==> src/rtl/core/http_response_header_scanner_macros.svh <==
// Assertion macros for the HTTP response header scanner.
// Needs clk and rst_n in the scope of every use.
`ifndef HTTP_RESPONSE_HEADER_SCANNER_MACROS_SVH
`define HTTP_RESPONSE_HEADER_SCANNER_MACROS_SVH

// Consequent must hold in the same cycle as the antecedent.
`define HRS_ASSERT_SAME(lbl, ante, cons) \
  lbl: assert property (@(posedge clk) disable iff (!rst_n) (ante) |-> (cons)) \
    else $error("%m: same-cycle check failed");

// Consequent must hold in the cycle after the antecedent.
`define HRS_ASSERT_NEXT(lbl, ante, cons) \
  lbl: assert property (@(posedge clk) disable iff (!rst_n) (ante) |=> (cons)) \
    else $error("%m: next-cycle check failed");

`endif

==> src/rtl/core/hrs_pkg.sv <==
// Shared types, byte codes and prefix tables of the header scanner.
// No dependencies; used by every module of the block but hrs_fifo.
`default_nettype none

package hrs_pkg;

  localparam int unsigned CFG_IDX_W  = 1;
  localparam int unsigned CFG_DATA_W = 31;

  localparam logic [CFG_IDX_W-1:0] REG_DEFAULT_MAX_AGE = 1'b0;
  localparam logic [CFG_IDX_W-1:0] REG_SCAN_LIMIT      = 1'b1;

  localparam logic [30:0] DEFAULT_MAX_AGE_RST = 31'd60;
  localparam logic [15:0] SCAN_LIMIT_RST      = 16'd16000;

  localparam logic [7:0] CH_NUL   = 8'h00;
  localparam logic [7:0] CH_TAB   = 8'h09;
  localparam logic [7:0] CH_LF    = 8'h0A;
  localparam logic [7:0] CH_VT    = 8'h0B;
  localparam logic [7:0] CH_FF    = 8'h0C;
  localparam logic [7:0] CH_CR    = 8'h0D;
  localparam logic [7:0] CH_SPACE = 8'h20;
  localparam logic [7:0] CH_PLUS  = 8'h2B;
  localparam logic [7:0] CH_MINUS = 8'h2D;
  localparam logic [7:0] CH_ZERO  = 8'h30;
  localparam logic [7:0] CH_NINE  = 8'h39;
  localparam logic [7:0] CH_COLON = 8'h3A;
  localparam logic [7:0] CH_EQ    = 8'h3D;

  // last three bytes before the final LF of CR LF CR LF
  localparam logic [23:0] TERM_HEAD = 24'h0D0A0D;

  localparam logic [3:0] CLEN_LEN = 4'd14;
  localparam logic [3:0] CC_LEN   = 4'd13;
  localparam logic [3:0] MA_LEN   = 4'd7;

  typedef struct packed {
    logic [7:0] data_byte;
    logic       last;
  } hrs_in_t;

  typedef struct packed {
    logic               found;
    logic [15:0]        hdr_len;
    logic signed [31:0] clen;
    logic signed [31:0] max_age;
  } hrs_out_t;

  // classified byte passed from front to back
  typedef struct packed {
    logic [7:0]  data_byte;
    logic        act;        // byte goes through the tokeniser
    logic        term;       // byte completes CR LF CR LF
    logic        last;
    logic [15:0] found_len;
  } hrs_item_t;

  typedef struct packed {
    logic [30:0] dflt_age;
    logic        reload;     // reload max-age before the first byte
  } hrs_cfg_t;

  function automatic logic [7:0] clen_char(input logic [3:0] idx);
    logic [7:0] c;
    unique case (idx)
      4'd0:    c = "C";
      4'd1:    c = "o";
      4'd2:    c = "n";
      4'd3:    c = "t";
      4'd4:    c = "e";
      4'd5:    c = "n";
      4'd6:    c = "t";
      4'd7:    c = "-";
      4'd8:    c = "L";
      4'd9:    c = "e";
      4'd10:   c = "n";
      4'd11:   c = "g";
      4'd12:   c = "t";
      4'd13:   c = "h";
      default: c = 8'h00;
    endcase
    return c;
  endfunction

  function automatic logic [7:0] cc_char(input logic [3:0] idx);
    logic [7:0] c;
    unique case (idx)
      4'd0:    c = "C";
      4'd1:    c = "a";
      4'd2:    c = "c";
      4'd3:    c = "h";
      4'd4:    c = "e";
      4'd5:    c = "-";
      4'd6:    c = "C";
      4'd7:    c = "o";
      4'd8:    c = "n";
      4'd9:    c = "t";
      4'd10:   c = "r";
      4'd11:   c = "o";
      4'd12:   c = "l";
      default: c = 8'h00;
    endcase
    return c;
  endfunction

  function automatic logic [7:0] ma_char(input logic [3:0] idx);
    logic [7:0] c;
    unique case (idx)
      4'd0:    c = "m";
      4'd1:    c = "a";
      4'd2:    c = "x";
      4'd3:    c = "-";
      4'd4:    c = "a";
      4'd5:    c = "g";
      4'd6:    c = "e";
      default: c = 8'h00;
    endcase
    return c;
  endfunction

endpackage

`default_nettype wire

==> src/rtl/core/http_response_header_scanner.sv <==
// A result is pushed to the result queue when the back end executes its last byte.
// Throughput: one byte per cycle while not in_full; the back end pops one per cycle.
// in_full rises only when the work queue is full, i.e. the result queue is backed up.
// Reset (synchronous, rst_n low) empties both queues, clears the scan state and
// restores the default max-age to 60 and scan_limit to 16000.
// Depends on hrs_pkg, hrs_fifo, hrs_front and hrs_back.
`default_nettype none

module http_response_header_scanner #(
  parameter int unsigned WORK_DEPTH = 2,
  parameter int unsigned RES_DEPTH  = 2
) (
  input  wire logic                           clk,
  input  wire logic                           rst_n,
  input  wire logic                           in_push,
  input  wire hrs_pkg::hrs_in_t               in_data,
  output logic                                in_full,
  output logic                                out_empty,
  input  wire logic                           out_pop,
  output hrs_pkg::hrs_out_t                   out_data,
  input  wire logic                           cfg_we,
  input  wire logic [hrs_pkg::CFG_IDX_W-1:0]  cfg_index,
  input  wire logic [hrs_pkg::CFG_DATA_W-1:0] cfg_wdata
);
  import hrs_pkg::*;

  localparam int unsigned ITEM_W = $bits(hrs_item_t);
  localparam int unsigned RES_W  = $bits(hrs_out_t);

  logic [30:0] dflt_max_age_r;
  logic [15:0] scan_limit_r;

  logic        q_push, q_full, q_empty, q_pop;
  hrs_item_t   q_wr_item, q_rd_item;
  logic [ITEM_W-1:0] q_rdata;
  logic        pos_zero;
  hrs_cfg_t    back_cfg;
  logic        res_push, res_full;
  hrs_out_t    res_data;
  logic [RES_W-1:0] res_rdata;

  always_ff @(posedge clk) begin
    if (!rst_n) begin
      dflt_max_age_r <= DEFAULT_MAX_AGE_RST;
      scan_limit_r   <= SCAN_LIMIT_RST;
    end else if (cfg_we) begin
      unique case (cfg_index)
        REG_DEFAULT_MAX_AGE: dflt_max_age_r <= cfg_wdata[30:0];
        REG_SCAN_LIMIT:      scan_limit_r   <= cfg_wdata[15:0];
        default: ;
      endcase
    end
  end

  assign back_cfg.dflt_age = (cfg_we && (cfg_index == REG_DEFAULT_MAX_AGE)) ?
                             cfg_wdata[30:0] : dflt_max_age_r;
  assign back_cfg.reload = cfg_we && (cfg_index == REG_DEFAULT_MAX_AGE) && pos_zero;

  assign in_full = q_full;

  hrs_front u_front (
    .clk        (clk),
    .rst_n      (rst_n),
    .in_push    (in_push),
    .in_data    (in_data),
    .q_full     (q_full),
    .scan_limit (scan_limit_r),
    .q_push     (q_push),
    .q_item     (q_wr_item),
    .pos_zero   (pos_zero)
  );

  hrs_fifo #(
    .WIDTH (ITEM_W),
    .DEPTH (WORK_DEPTH)
  ) u_work_q (
    .clk   (clk),
    .rst_n (rst_n),
    .push  (q_push),
    .wdata (q_wr_item),
    .full  (q_full),
    .pop   (q_pop),
    .rdata (q_rdata),
    .empty (q_empty)
  );

  assign q_rd_item = hrs_item_t'(q_rdata);

  hrs_back u_back (
    .clk        (clk),
    .rst_n      (rst_n),
    .item_valid (!q_empty),
    .item       (q_rd_item),
    .item_pop   (q_pop),
    .cfg        (back_cfg),
    .res_full   (res_full),
    .res_push   (res_push),
    .res_data   (res_data)
  );

  hrs_fifo #(
    .WIDTH (RES_W),
    .DEPTH (RES_DEPTH)
  ) u_res_q (
    .clk   (clk),
    .rst_n (rst_n),
    .push  (res_push),
    .wdata (res_data),
    .full  (res_full),
    .pop   (out_pop),
    .rdata (res_rdata),
    .empty (out_empty)
  );

  assign out_data = hrs_out_t'(res_rdata);

endmodule

`default_nettype wire

==> src/rtl/core/hrs_fifo.sv <==
// Small flip-flop queue, first in first out, combinational read of the head.
// No dependencies.
`default_nettype none

module hrs_fifo #(
  parameter int unsigned WIDTH = 8,
  parameter int unsigned DEPTH = 2
) (
  input  wire logic             clk,
  input  wire logic             rst_n,
  input  wire logic             push,
  input  wire logic [WIDTH-1:0] wdata,
  output logic                  full,
  input  wire logic             pop,
  output logic [WIDTH-1:0]      rdata,
  output logic                  empty
);

  localparam int unsigned PTR_W = (DEPTH > 1) ? $clog2(DEPTH) : 1;
  localparam int unsigned CNT_W = $clog2(DEPTH + 1);
  localparam logic [PTR_W-1:0] LAST_PTR = PTR_W'(DEPTH - 1);
  localparam logic [CNT_W-1:0] FULL_CNT = CNT_W'(DEPTH);

  logic [WIDTH-1:0] mem_r [DEPTH];
  logic [PTR_W-1:0] wr_ptr_r, rd_ptr_r;
  logic [CNT_W-1:0] cnt_r;
  logic             do_push, do_pop;

  assign full    = (cnt_r == FULL_CNT);
  assign empty   = (cnt_r == '0);
  assign do_push = push && !full;
  assign do_pop  = pop && !empty;
  assign rdata   = mem_r[rd_ptr_r];

  always_ff @(posedge clk) begin
    if (do_push) begin
      mem_r[wr_ptr_r] <= wdata;
    end
  end

  always_ff @(posedge clk) begin
    if (!rst_n) begin
      wr_ptr_r <= '0;
      rd_ptr_r <= '0;
      cnt_r    <= '0;
    end else begin
      if (do_push) begin
        wr_ptr_r <= (wr_ptr_r == LAST_PTR) ? '0 : wr_ptr_r + 1'b1;
      end
      if (do_pop) begin
        rd_ptr_r <= (rd_ptr_r == LAST_PTR) ? '0 : rd_ptr_r + 1'b1;
      end
      unique case ({do_push, do_pop})
        2'b10:   cnt_r <= cnt_r + 1'b1;
        2'b01:   cnt_r <= cnt_r - 1'b1;
        default: cnt_r <= cnt_r;
      endcase
    end
  end

endmodule

`default_nettype wire

==> src/rtl/core/hrs_front.sv <==
// Front end: byte position, scan limit, NUL stop and CR LF CR LF detection.
// Depends on hrs_pkg; feeds classified bytes into the work queue.
`default_nettype none

module hrs_front (
  input  wire logic              clk,
  input  wire logic              rst_n,
  input  wire logic              in_push,
  input  wire hrs_pkg::hrs_in_t  in_data,
  input  wire logic              q_full,
  input  wire logic [15:0]       scan_limit,
  output logic                   q_push,
  output hrs_pkg::hrs_item_t     q_item,
  output logic                   pos_zero
);
  import hrs_pkg::*;

  logic [15:0] pos_r, pos_nxt;
  logic [23:0] recent_r, recent_nxt;
  logic        done_r, done_nxt;
  logic        accept, live, term;

  assign accept   = in_push && !q_full;
  assign pos_zero = (pos_r == '0);
  assign live     = !done_r && (pos_r < scan_limit);
  assign term     = live && (in_data.data_byte == CH_LF) && (recent_r == TERM_HEAD);

  always_comb begin
    pos_nxt    = pos_r;
    recent_nxt = recent_r;
    done_nxt   = done_r;
    if (accept) begin
      if (live) begin
        if (in_data.data_byte == CH_NUL) begin
          done_nxt = 1'b1;
        end else begin
          recent_nxt = {recent_r[15:0], in_data.data_byte};
          if (term) begin
            done_nxt = 1'b1;
          end
        end
      end
      if (pos_r != 16'hFFFF) begin
        pos_nxt = pos_r + 16'd1;
      end
      if (in_data.last) begin
        pos_nxt    = '0;
        recent_nxt = '0;
        done_nxt   = 1'b0;
      end
    end
  end

  assign q_push           = accept;
  assign q_item.data_byte = in_data.data_byte;
  assign q_item.act       = live && (in_data.data_byte != CH_NUL);
  assign q_item.term      = term;
  assign q_item.last      = in_data.last;
  assign q_item.found_len = pos_r + 16'd1;

  always_ff @(posedge clk) begin
    if (!rst_n) begin
      pos_r    <= '0;
      recent_r <= '0;
      done_r   <= 1'b0;
    end else begin
      pos_r    <= pos_nxt;
      recent_r <= recent_nxt;
      done_r   <= done_nxt;
    end
  end

endmodule

`default_nettype wire

==> src/rtl/core/hrs_back.sv <==
// Back end: tokeniser, prefix match, decimal accumulate and result build.
// Depends on hrs_pkg and the assertion macro header.
`default_nettype none
`include "http_response_header_scanner_macros.svh"

module hrs_back (
  input  wire logic               clk,
  input  wire logic               rst_n,
  input  wire logic               item_valid,
  input  wire hrs_pkg::hrs_item_t item,
  output logic                    item_pop,
  input  wire hrs_pkg::hrs_cfg_t  cfg,
  input  wire logic               res_full,
  output logic                    res_push,
  output hrs_pkg::hrs_out_t       res_data
);
  import hrs_pkg::*;

  typedef enum logic [1:0] {
    MODE_NAME,
    MODE_CLEN,
    MODE_DIRECTIVE,
    MODE_MAXAGE
  } mode_t;

  typedef enum logic [1:0] {
    PH_LEAD,
    PH_DIGITS,
    PH_DONE
  } phase_t;

  mode_t       mode_r, mode_nxt;
  logic [1:0]  tok_cnt_r, tok_cnt_nxt;
  logic [3:0]  ci_r, ci_nxt;
  logic [2:0]  flags_r, flags_nxt;
  logic        in_tok_r, in_tok_nxt;
  logic [31:0] acc_r, acc_nxt;
  phase_t      ph_r, ph_nxt;
  logic        neg_r, neg_nxt;
  logic [31:0] clv_r, clv_nxt;
  logic [31:0] mav_r, mav_nxt;
  logic        found_r, found_nxt;
  logic [15:0] len_r, len_nxt;

  logic [7:0]  b;
  logic        digit, delim, num_mode, skip;
  logic [3:0]  dval;
  logic [35:0] prod, lim;
  logic [31:0] num_val;

  assign item_pop = item_valid && !(item.last && res_full);
  assign res_push = item_pop && item.last;

  assign b        = item.data_byte;
  assign digit    = (b >= CH_ZERO) && (b <= CH_NINE);
  assign dval     = 4'(b - CH_ZERO);
  assign num_val  = neg_r ? (32'd0 - acc_r) : acc_r;
  assign delim    = (b == CH_CR) || (b == CH_LF) || (b == CH_COLON) || (b == CH_SPACE) ||
                    (((mode_r == MODE_DIRECTIVE) || (mode_r == MODE_MAXAGE)) && (b == CH_EQ));
  assign num_mode = (mode_r == MODE_CLEN) || (mode_r == MODE_MAXAGE);

  always_comb begin
    mode_nxt    = mode_r;
    tok_cnt_nxt = tok_cnt_r;
    ci_nxt      = ci_r;
    flags_nxt   = flags_r;
    in_tok_nxt  = in_tok_r;
    acc_nxt     = acc_r;
    ph_nxt      = ph_r;
    neg_nxt     = neg_r;
    clv_nxt     = clv_r;
    mav_nxt     = mav_r;
    found_nxt   = found_r;
    len_nxt     = len_r;
    skip        = 1'b0;
    prod        = '0;
    lim         = '0;

    if (item_pop && item.act) begin
      if (delim) begin
        if (in_tok_r) begin
          unique case (mode_r)
            MODE_NAME: begin
              if (tok_cnt_r != 2'd3) begin
                tok_cnt_nxt = tok_cnt_r + 2'd1;
              end else if (flags_r[0] && (ci_r >= CLEN_LEN)) begin
                mode_nxt = MODE_CLEN;
              end else if (flags_r[1] && (ci_r >= CC_LEN)) begin
                mode_nxt = MODE_DIRECTIVE;
              end
            end
            MODE_CLEN: begin
              clv_nxt  = num_val;
              mode_nxt = MODE_NAME;
            end
            MODE_DIRECTIVE: begin
              mode_nxt = (flags_r[2] && (ci_r >= MA_LEN)) ? MODE_MAXAGE : MODE_NAME;
            end
            MODE_MAXAGE: begin
              mav_nxt  = num_val;
              mode_nxt = MODE_NAME;
            end
            default: mode_nxt = MODE_NAME;
          endcase
          in_tok_nxt = 1'b0;
        end
      end else begin
        if (!in_tok_r) begin
          in_tok_nxt = 1'b1;
          ci_nxt     = '0;
          flags_nxt  = 3'b111;
          acc_nxt    = '0;
          ph_nxt     = PH_LEAD;
          neg_nxt    = 1'b0;
        end
        if ((ci_nxt < CLEN_LEN) && (b != clen_char(ci_nxt))) flags_nxt[0] = 1'b0;
        if ((ci_nxt < CC_LEN) && (b != cc_char(ci_nxt)))     flags_nxt[1] = 1'b0;
        if ((ci_nxt < MA_LEN) && (b != ma_char(ci_nxt)))     flags_nxt[2] = 1'b0;
        if (num_mode) begin
          // atoi: leading tab/VT/FF, optional sign, then digits
          if (ph_nxt == PH_LEAD) begin
            if ((b == CH_TAB) || (b == CH_VT) || (b == CH_FF)) begin
              skip = 1'b1;
            end else if ((b == CH_PLUS) || (b == CH_MINUS)) begin
              ph_nxt  = PH_DIGITS;
              neg_nxt = (b == CH_MINUS);
              skip    = 1'b1;
            end else if (!digit) begin
              ph_nxt  = PH_DONE;
              neg_nxt = 1'b0;
              skip    = 1'b1;
            end else begin
              ph_nxt = PH_DIGITS;
            end
          end
          if (!skip && (ph_nxt == PH_DIGITS)) begin
            if (!digit) begin
              ph_nxt = PH_DONE;
            end else begin
              prod = ({4'd0, acc_nxt} << 3) + ({4'd0, acc_nxt} << 1) + {32'd0, dval};
              lim  = neg_nxt ? 36'h080000000 : 36'h07FFFFFFF;
              acc_nxt = (prod > lim) ? lim[31:0] : prod[31:0];
            end
          end
        end
        if (ci_nxt != 4'd15) begin
          ci_nxt = ci_nxt + 4'd1;
        end
      end
      if (item.term) begin
        found_nxt = 1'b1;
        len_nxt   = item.found_len;
      end
    end

    res_data.found   = found_nxt;
    res_data.hdr_len = found_nxt ? len_nxt : 16'd0;
    res_data.clen    = found_nxt ? clv_nxt : 32'hFFFF_FFFF;
    res_data.max_age = found_nxt ? mav_nxt : {1'b0, cfg.dflt_age};

    if (res_push) begin
      // fresh message state
      mode_nxt    = MODE_NAME;
      tok_cnt_nxt = '0;
      ci_nxt      = '0;
      flags_nxt   = 3'b111;
      in_tok_nxt  = 1'b0;
      acc_nxt     = '0;
      ph_nxt      = PH_LEAD;
      neg_nxt     = 1'b0;
      clv_nxt     = 32'hFFFF_FFFF;
      mav_nxt     = {1'b0, cfg.dflt_age};
      found_nxt   = 1'b0;
      len_nxt     = '0;
    end else if (cfg.reload) begin
      mav_nxt = {1'b0, cfg.dflt_age};
    end
  end

  always_ff @(posedge clk) begin
    if (!rst_n) begin
      mode_r    <= MODE_NAME;
      tok_cnt_r <= '0;
      ci_r      <= '0;
      flags_r   <= 3'b111;
      in_tok_r  <= 1'b0;
      acc_r     <= '0;
      ph_r      <= PH_LEAD;
      neg_r     <= 1'b0;
      clv_r     <= 32'hFFFF_FFFF;
      mav_r     <= {1'b0, DEFAULT_MAX_AGE_RST};
      found_r   <= 1'b0;
      len_r     <= '0;
    end else begin
      mode_r    <= mode_nxt;
      tok_cnt_r <= tok_cnt_nxt;
      ci_r      <= ci_nxt;
      flags_r   <= flags_nxt;
      in_tok_r  <= in_tok_nxt;
      acc_r     <= acc_nxt;
      ph_r      <= ph_nxt;
      neg_r     <= neg_nxt;
      clv_r     <= clv_nxt;
      mav_r     <= mav_nxt;
      found_r   <= found_nxt;
      len_r     <= len_nxt;
    end
  end

  // value modes only follow the skipped status line
  `HRS_ASSERT_SAME(a_mode_after_status, mode_r != MODE_NAME, tok_cnt_r == 2'd3)
  // a delivered result leaves the tokeniser at message start
  `HRS_ASSERT_NEXT(a_clear_after_result, res_push, !found_r && !in_tok_r && mode_r == MODE_NAME)
  // number phase never reaches the unused code
  `HRS_ASSERT_SAME(a_phase_legal, 1'b1, (ph_r == PH_LEAD) || (ph_r == PH_DIGITS) || (ph_r == PH_DONE))

endmodule

`default_nettype wire

==> config.mk <==
export PLATFORM = sky130hd
export DESIGN_NAME = http_response_header_scanner
export DESIGN_NICKNAME = d
export VERILOG_FILES = /design/src/rtl/core/hrs_pkg.sv /design/src/rtl/core/http_response_header_scanner.sv /design/src/rtl/core/hrs_fifo.sv /design/src/rtl/core/hrs_front.sv /design/src/rtl/core/hrs_back.sv
export VERILOG_INCLUDE_DIRS = /design/src /design/src/rtl/core
export SDC_FILE = /design/constraint.sdc
export NUM_CORES = 1
export LEC_CHECK = 0
export ABC_AREA = 0
export BUFFER_PORTS_ARGS = -buffer_cell sky130_fd_sc_hd__buf_2
export CORE_UTILIZATION = 45
export DETAILED_ROUTE_END_ITERATION = 10
export MAX_ROUTING_LAYER = met4
export PLACE_DENSITY_LB_ADDON = 0.3
export SETUP_SLACK_MARGIN = 0.1
export SLEW_MARGIN = 30
export SYNTH_ARGS = -nofsm -noshare
export SYNTH_HDL_FRONTEND = slang
export SYNTH_HIERARCHICAL = 1
export SYNTH_SLANG_ARGS = --single-unit
==> constraint.sdc <==
create_clock -name clk -period 16.67 [get_ports clk]
set_input_delay 0.8335 -clock clk [delete_from_list [all_inputs] [get_ports clk]]
set_output_delay 0.8335 -clock clk [all_outputs]
set_load 0.02 [all_outputs]
==> impl_results.md, run 1 <==
- Seq/Total Area, Yosys: 46.7%
- Vias in the first global route: 17,100
- Register area: 0.0110 mm^2
- Routed wire length: 59,800 um
- Die ar.: 0.0533 mm^2
- TritonCTS clock tree: yes
- Post-synth top flop: dfxtp_1
- Critical path's top delay family: compound AO/OA/AOI/OAI gates
- Max VDD drop: 0.000167 V
- Rel. slew slack: 34.4%
- Global Route Usage Sum: 22.8%
- Post-route clock period utilization: 42.0%
- Synth Cell Area: 0.0236 mm^2
- Startpoint types: register
- Least-Margin Pin Slew: 984 ps
- Netlist cell types: 88
- Initial antenna violation count: 1
- ANT nets after route: 0
- Row cnt: 83
- CP Data Required Time: 17,140 ps
- Post-synth EDFFs: 216
- Leakage power: 10.3 nW
- Yosys top cell area share: 27.5%
- Pin count of the biggest net entering global routing: 115
- Starting DRT DRC Count: 1,408
- Final Skew: 16.5 ps
- CTS Buf Count: 46
- Wire per inst: 18.9 um
- Min-delay worst type: reg -> reg
- Cells after Synth: 2,400
- DIE HEIGHT: 231 um
- Setup CP Type: reg -> reg
- Postcts setup bufs: 0
- Hold_buf cts: 0
- Max incr delay on CP: 740 ps
- Synthesis Warnings: 6
- GR Overflow Total: 0
- Mapped Nets: 2,569
- CTS clock-pin slew for the worst setup and hold paths: 60 ps
- CP max FO: 39
- Clock latency at the later pin of the worst-skew pair: 580 ps
- CTS Sinks: 442
- IO Pins: 129
- Post-synth ARST share: 0%
- Area Growth Syn to Fin: 10.9%
- Die X-Extent: 231 um
- Pre-antenna DRT Iters: 8
- CP most frequent cell: ha_1
- Register bit total from synthesis: 442
- Fin util: 50.7%
- Ranking of synthesized cells by area: edfxtp_1, dfxtp_1, nand2_1
- Pwr Density: 132 mW/mm^2
- Max cap viols: 0
- Area leader, netlist: edfxtp_1
- Setup TNS: 0 ps
- Final Wtd Congestion: 0.940
- Final min period: 7000 ps
- Clk buf depth: 3
- RSZ-0062 raised after global routing: false
- Core ar.: 0.0515 mm^2
- Fmax: 143 MHz
- Slew Viols, Final: 0
- First-pass GRT wire length: 94,200 um
- PortBufs: 128
- Status: completed
- Syn_area_per_cell: 9.82 um^2
- Vias per cell: 5.66
- Multi-input logic area: 0.0116 mm^2
- Crit path buf inv count: 4
- # DRC: 0
- Layout cell share with drive strength beyond 1: 15.9%
- Final Hold Fails: 0
- Cts repair resizes: 0
- Root Driver: clkbuf_16
- Layout net count: 2,614
- Setup violations, final: 0
- Filler cells: 4,685
- DP Wirelength: 42,400 um
- Initial Util: 45.8%
- Crit. End Element: register
- CP max stage cell: dfxtp_1
- Via count: 17,900
- Worst EP arrival: 7470 ps
- Htree depth: 2
[stage by stage]
stage	setup slack [ps]	hold WS [ps]	instance area, um^2	instances	power, mW
2_1_floorplan	10300	428	23600	2400	2.12
3_3_place_gp	10160	439	24500	3077	2.38
3_5_place_dp	9820	445	24500	3077	2.40
4_1_cts	9790	450	26100	3162	3.48
5_1_grt	9170	464	26100	3163	3.62
6_report	9670	455	26100	3163	3.45
[worst min-delay path, cell delays in order (launching register included)]
cell     delay, ps
dfxtp_1        310
nand2_1         50
o21ai_1         50
[cells by family (layout without fill, tap and decap cells)]
| kind of cell | count (synthesis) | in the layout | synth area share [%] |
|---|---|---|---|
| AO/OA/AOI/OAI | 455 | 455 | 11.9 |
| other | 0 | 1 | 0 |
| XOR/XNOR | 96 | 96 | 3.57 |
| flip-flops | 442 | 442 | 46.7 |
| buffers and inverters | 218 | 300 | 4.18 |
| AND/OR/NAND/NOR | 854 | 854 | 17.0 |
| adder cells (fa/ha/maj) | 123 | 123 | 6.56 |
| multiplexers | 212 | 212 | 10.1 |
[metal layers]
| layer | routed length, um | vias up | GRT usage (%) |
|---|---|---|---|
| met1 | 26800 | 8617 | 29.7 |
| li1 | - | 8676 | - |
| met5 | 0 | - | - |
| met2 | 28100 | 513 | 36.6 |
| met4 | 1830 | 0 | 7.74 |
| met3 | 2990 | 98 | 2.96 |
[where the power goes]
group          internal (mW)  switching, mW  total [mW]  leakage (nW)
clock network          0.635          0.439        1.07         0.776
logic                  0.332          0.646       0.978          5.69
registers               1.33         0.0742        1.40          3.84
total                   2.29           1.16        3.45          10.3
[final cells by class]
type / count / share of cell area (%)
antenna: 1 / 0.00958
multi-input combinational: 1740 / 44.4
clock inverter: 26 / 1.07
sequential: 442 / 42.2
clock buffer: 59 / 5.00
timing repair buffer: 152 / 3.19
tap: 680 / 3.26
inverter: 63 / 0.910
[synthesized netlist by cell type (8+ instances only)]
master / number
nor2_1: 81
nand4_1: 41
buf_4: 13
clkbuf_1: 110
a21boi_1: 8
mux2_2: 111
buf_2: 19
inv_1: 60
and2_1: 62
o31ai_1: 18
nor2b_1: 11
o21ai_0: 163
edfxtp_1: 216
o41ai_1: 8
o21ai_1: 18
nor3_1: 22
dfxtp_1: 226
a21o_1: 17
a211oi_1: 13
a31oi_1: 10
nand2b_1: 13
and3_1: 16
nand2_1: 459
or3_1: 14
mux2_4: 24
nand3_1: 73
nor4_1: 17
mux2i_1: 74
o21a_1: 12
xnor2_1: 44
ha_1: 122
a21oi_1: 102
xor2_1: 52
o211ai_1: 24
[worst paths after layout]
kind / slack [ps] / endpoint / start / depth (start not counted)
worst max-delay path: 9670 / u_back/acc_r[24] / u_back/in_tok_r / 25
worst min-delay path: 450 / scan_limit_r[5] / scan_limit_r[5] / 2
worst max register to register: 9670 / u_back/acc_r[24] / u_back/in_tok_r / 25
worst min register to register: 450 / scan_limit_r[5] / scan_limit_r[5] / 2
[registers in the layout, summed over array words and instances (netlist names), 2 cells and up, named ones only]
name,cells
dflt_max_age_r,31
u_back/clv_r,32
u_back/mav_r,32
u_work_q/cnt_r,2
u_front/recent_r,24
u_res_q/mem_r,162
u_back/ph_r,2
scan_limit_r,16
u_back/len_r,16
u_back/flags_r,3
u_work_q/mem_r,54
u_back/acc_r,32
u_back/mode_r,2
u_back/ci_r,4
u_back/tok_cnt_r,2
u_front/pos_r,16
u_res_q/cnt_r,2
[layout by cell type, fill, tap and decap left out, types with 8 or more instances in the layout]
cell type,n
a211oi_1,13
a21o_1,17
a21oi_1,102
a31oi_1,10
and2_1,61
and3_1,15
buf_2,127
buf_4,22
clkbuf_16,50
clkinv_2,10
dfxtp_1,225
edfxtp_1,216
ha_1,122
inv_1,58
mux2_2,111
mux2_4,24
mux2i_1,74
nand2_1,459
nand2b_1,13
nand3_1,73
nand4_1,41
nor2_1,80
nor2b_1,11
nor3_1,22
nor4_1,17
o211ai_1,24
o21a_1,11
o21ai_0,163
o21ai_1,18
o31ai_1,18
o41ai_1,8
or3_1,14
xnor2_1,44
xor2_1,52
No activity file was read; power rests on OpenSTA's default activity.
==> run 2, diff against run 1 <==
==> constraint.sdc (replaced) <==
create_clock -name clk -period 6.4 [get_ports clk]
set_input_delay 0.32 -clock clk [delete_from_list [all_inputs] [get_ports clk]]
set_output_delay 0.32 -clock clk [all_outputs]
set_load 0.02 [all_outputs]
==> impl_results.md, run 2 (synthesis gave the netlist of run 1 again) <==
- Setup CP Type: reg -> reg (unchanged)
- TritonCTS clock tree: yes (unchanged)
- Final Skew: 23.0 ps (was 16.5 ps)
- Critical path cell sequence: mux2_2 -> ha_1 -> ha_1 -> fa_1 -> a21oi_2 -> nor3_1 -> or2_2 -> a31oi_1 -> o21bai_1 -> a31oi_1 -> o21a_1 -> xor2_1 -> inv_1 -> ha_1 -> o21ai_0 -> o21bai_1 -> a221o_1 -> o211ai_1 -> o311a_1 -> a21bo_2 -> o211ai_1 -> buf_4 -> clkbuf_4 -> nand3_1
- ANT nets after route: 0 (unchanged)
- First-pass GRT wire length: 94,000 um (was 94,200 um)
- CP Data Required Time: 6850 ps (was 17,140 ps)
- Initial antenna violation count: 0 (was 1)
- Fin util: 51.4% (was 50.7%)
- Row cnt: 83 (unchanged)
- Starting DRT DRC Count: 1,194 (was 1,408)
- Pin count of the biggest net entering global routing: 117 (was 115)
- Largest register FFs: 162 (unchanged)
- Global Route Usage Sum: 22.8% (about the same)
- HP Start: cfg_wdata[19] (was scan_limit_r[5])
- Clk buf depth: 3 (unchanged)
- Worst EP arrival: 6470 ps (was 7470 ps)
- Crit. End Element: register (unchanged)
- Ant diodes: 0 (was 1)
- Area Growth Syn to Fin: 12.3% (was 10.9%)
- Post-Layout Cell Count: 3,198 (was 3,163)
- Clock latency at the later pin of the worst-skew pair: 580 ps (about the same)
- CP most frequent cell: ha_1 (unchanged)
- Rel. slew slack: 35.0% (was 34.4%)
- GR Overflow Total: 0 (unchanged)
- Commonest cells after routing, fill and taps aside: nand2_1, dfxtp_1, edfxtp_1 (unchanged)
- Final Wtd Congestion: 0.938 (was 0.940)
- Fmax: 166 MHz (was 143 MHz)
- DP Wirelength: 43,300 um (was 42,400 um)
- CTS Buf Count: 47 (was 46)
- Max cap viols: 0 (unchanged)
- Final min period: 6020 ps (was 7000 ps)
- Dpl cells: 3,088 (was 3,077)
- CTS clock-pin slew for the worst setup and hold paths: 60 ps (about the same)
- Die X-Extent: 231 um (unchanged)
- Die ar.: 0.0533 mm^2 (unchanged)
- Leakage power: 10.5 nW (was 10.3 nW)
- Htree depth: 2 (unchanged)
- CP max FO: 12 (was 39)
- Pwr Density: 338 mW/mm^2 (was 132 mW/mm^2)
- Layout net count: 2,650 (was 2,614)
- Via count: 18,100 (was 17,900)
- Wire per inst: 18.8 um (was 18.9 um)
- Filler cells: 4,633 (was 4,685)
- Post-route clock period utilization: 94.0% (was 42.0%)
- CP max stage cell: fa_1 (was dfxtp_1)
- RSZ-0062 raised after global routing: false (unchanged)
- Min-delay worst type: in -> reg (was reg -> reg)
- Slew Viols, Final: 0 (unchanged)
- Reg with most FFs: u_res_q/mem_r (unchanged)
- Setup TNS: 0 ps (unchanged)
- Core ar.: 0.0515 mm^2 (unchanged)
- Least-Margin Pin Slew: 975 ps (was 984 ps)
- Initial Util: 45.8% (unchanged)
- Layout cell share with drive strength beyond 1: 16.6% (was 15.9%)
- Leading registers by flop count: u_res_q/mem_r x162, u_work_q/mem_r x54 (unchanged)
- Pre-antenna DRT Iters: 5 (was 8)
- Commonest non-fill, non-tap cell in the layout: nand2_1 (unchanged)
- Final Hold Fails: 0 (unchanged)
- Vias in the first global route: 17,400 (was 17,100)
- PortBufs: 128 (unchanged)
- Startpoint types: register (unchanged)
- Routed wire length: 60,100 um (was 59,800 um)
- Min Hold Slack: 28.4 ps (was 455 ps)
- CTS Sinks: 442 (unchanged)
- Max VDD drop: 0.000340 V (was 0.000167 V)
- Status: completed (unchanged)
- IO Pins: 129 (unchanged)
- Vias per cell: 5.66 (about the same)
- DIE HEIGHT: 231 um (unchanged)
- Max incr delay on CP: 420 ps (was 740 ps)
- Root Driver: clkbuf_16 (unchanged)
- Setup violations, final: 0 (unchanged)
- # DRC: 0 (unchanged)
-- run 2: final timing paths --
kind | to | cells after the start | slack, ps
worst max-delay path | u_back/acc_r[7] | 24 | 380
worst min-delay path | dflt_max_age_r[19] | 3 | 30
worst max register to register | u_back/acc_r[7] | 24 | 380
worst min register to register | u_front/recent_r[17] | 2 | 450
-- run 2: power by group --
group / switching [mW] / total, mW / internal (mW) / leakage (nW)
registers: 0.171 / 3.63 / 3.46 / 3.84
logic: 1.71 / 2.62 / 0.912 / 5.87
clock network: 1.13 / 2.71 / 1.57 / 0.756
-- run 2: critical path: cells and delay by family (launching register included) --
kind                     cells  cell delay (ps)
adder cells (fa/ha/maj)      4             1240
AND/OR/NAND/NOR              3              510
buffers and inverters        3              490
flip-flops                   1              400
AO/OA/AOI/OAI               12             2630
XOR/XNOR                     1              230
multiplexers                 1              390
-- run 2: area by class of cell --
class                   instances  area, um^2  area share [%]
repair buffers                187        1180            4.45
inverters                      63         238           0.898
well taps                     680         851            3.22
clock inverters                26         234           0.884
flip-flops and latches        442       11000            41.6
clock buffers                  60        1310            4.94
multi-input cells            1740       11600            44.0
-- run 2: stage by stage --
step	setup WS, ps	power, mW	cell area, um^2
after floorplan	102	5.51	23600
after global placement	538	6.22	24600
after detailed placement	387	6.30	24600
after CTS	337	9.02	26400
after global routing	72.8	9.37	26500
final	382	8.96	26500
-- run 2: routing by layer --
metal / track usage, % / vias to the layer above / wire length, um
met4: 8.55 / 0 / 2040
met2: 36.4 / 444 / 28100
li1: - / 8765 / -
met1: 29.5 / 8784 / 27400
met3: 2.84 / 106 / 2590
met5: - / - / 0
-- run 2: timing repair --
| action | in CTS | in global routing |
|---|---|---|
| hold endpoints to repair | 27 | 0 |
| hold buffers | 21 | 0 |
| gates resized for setup | 0 | 10 |
| buffers inserted | 0 | 2 |
| setup endpoints to repair | 0 | 32 |
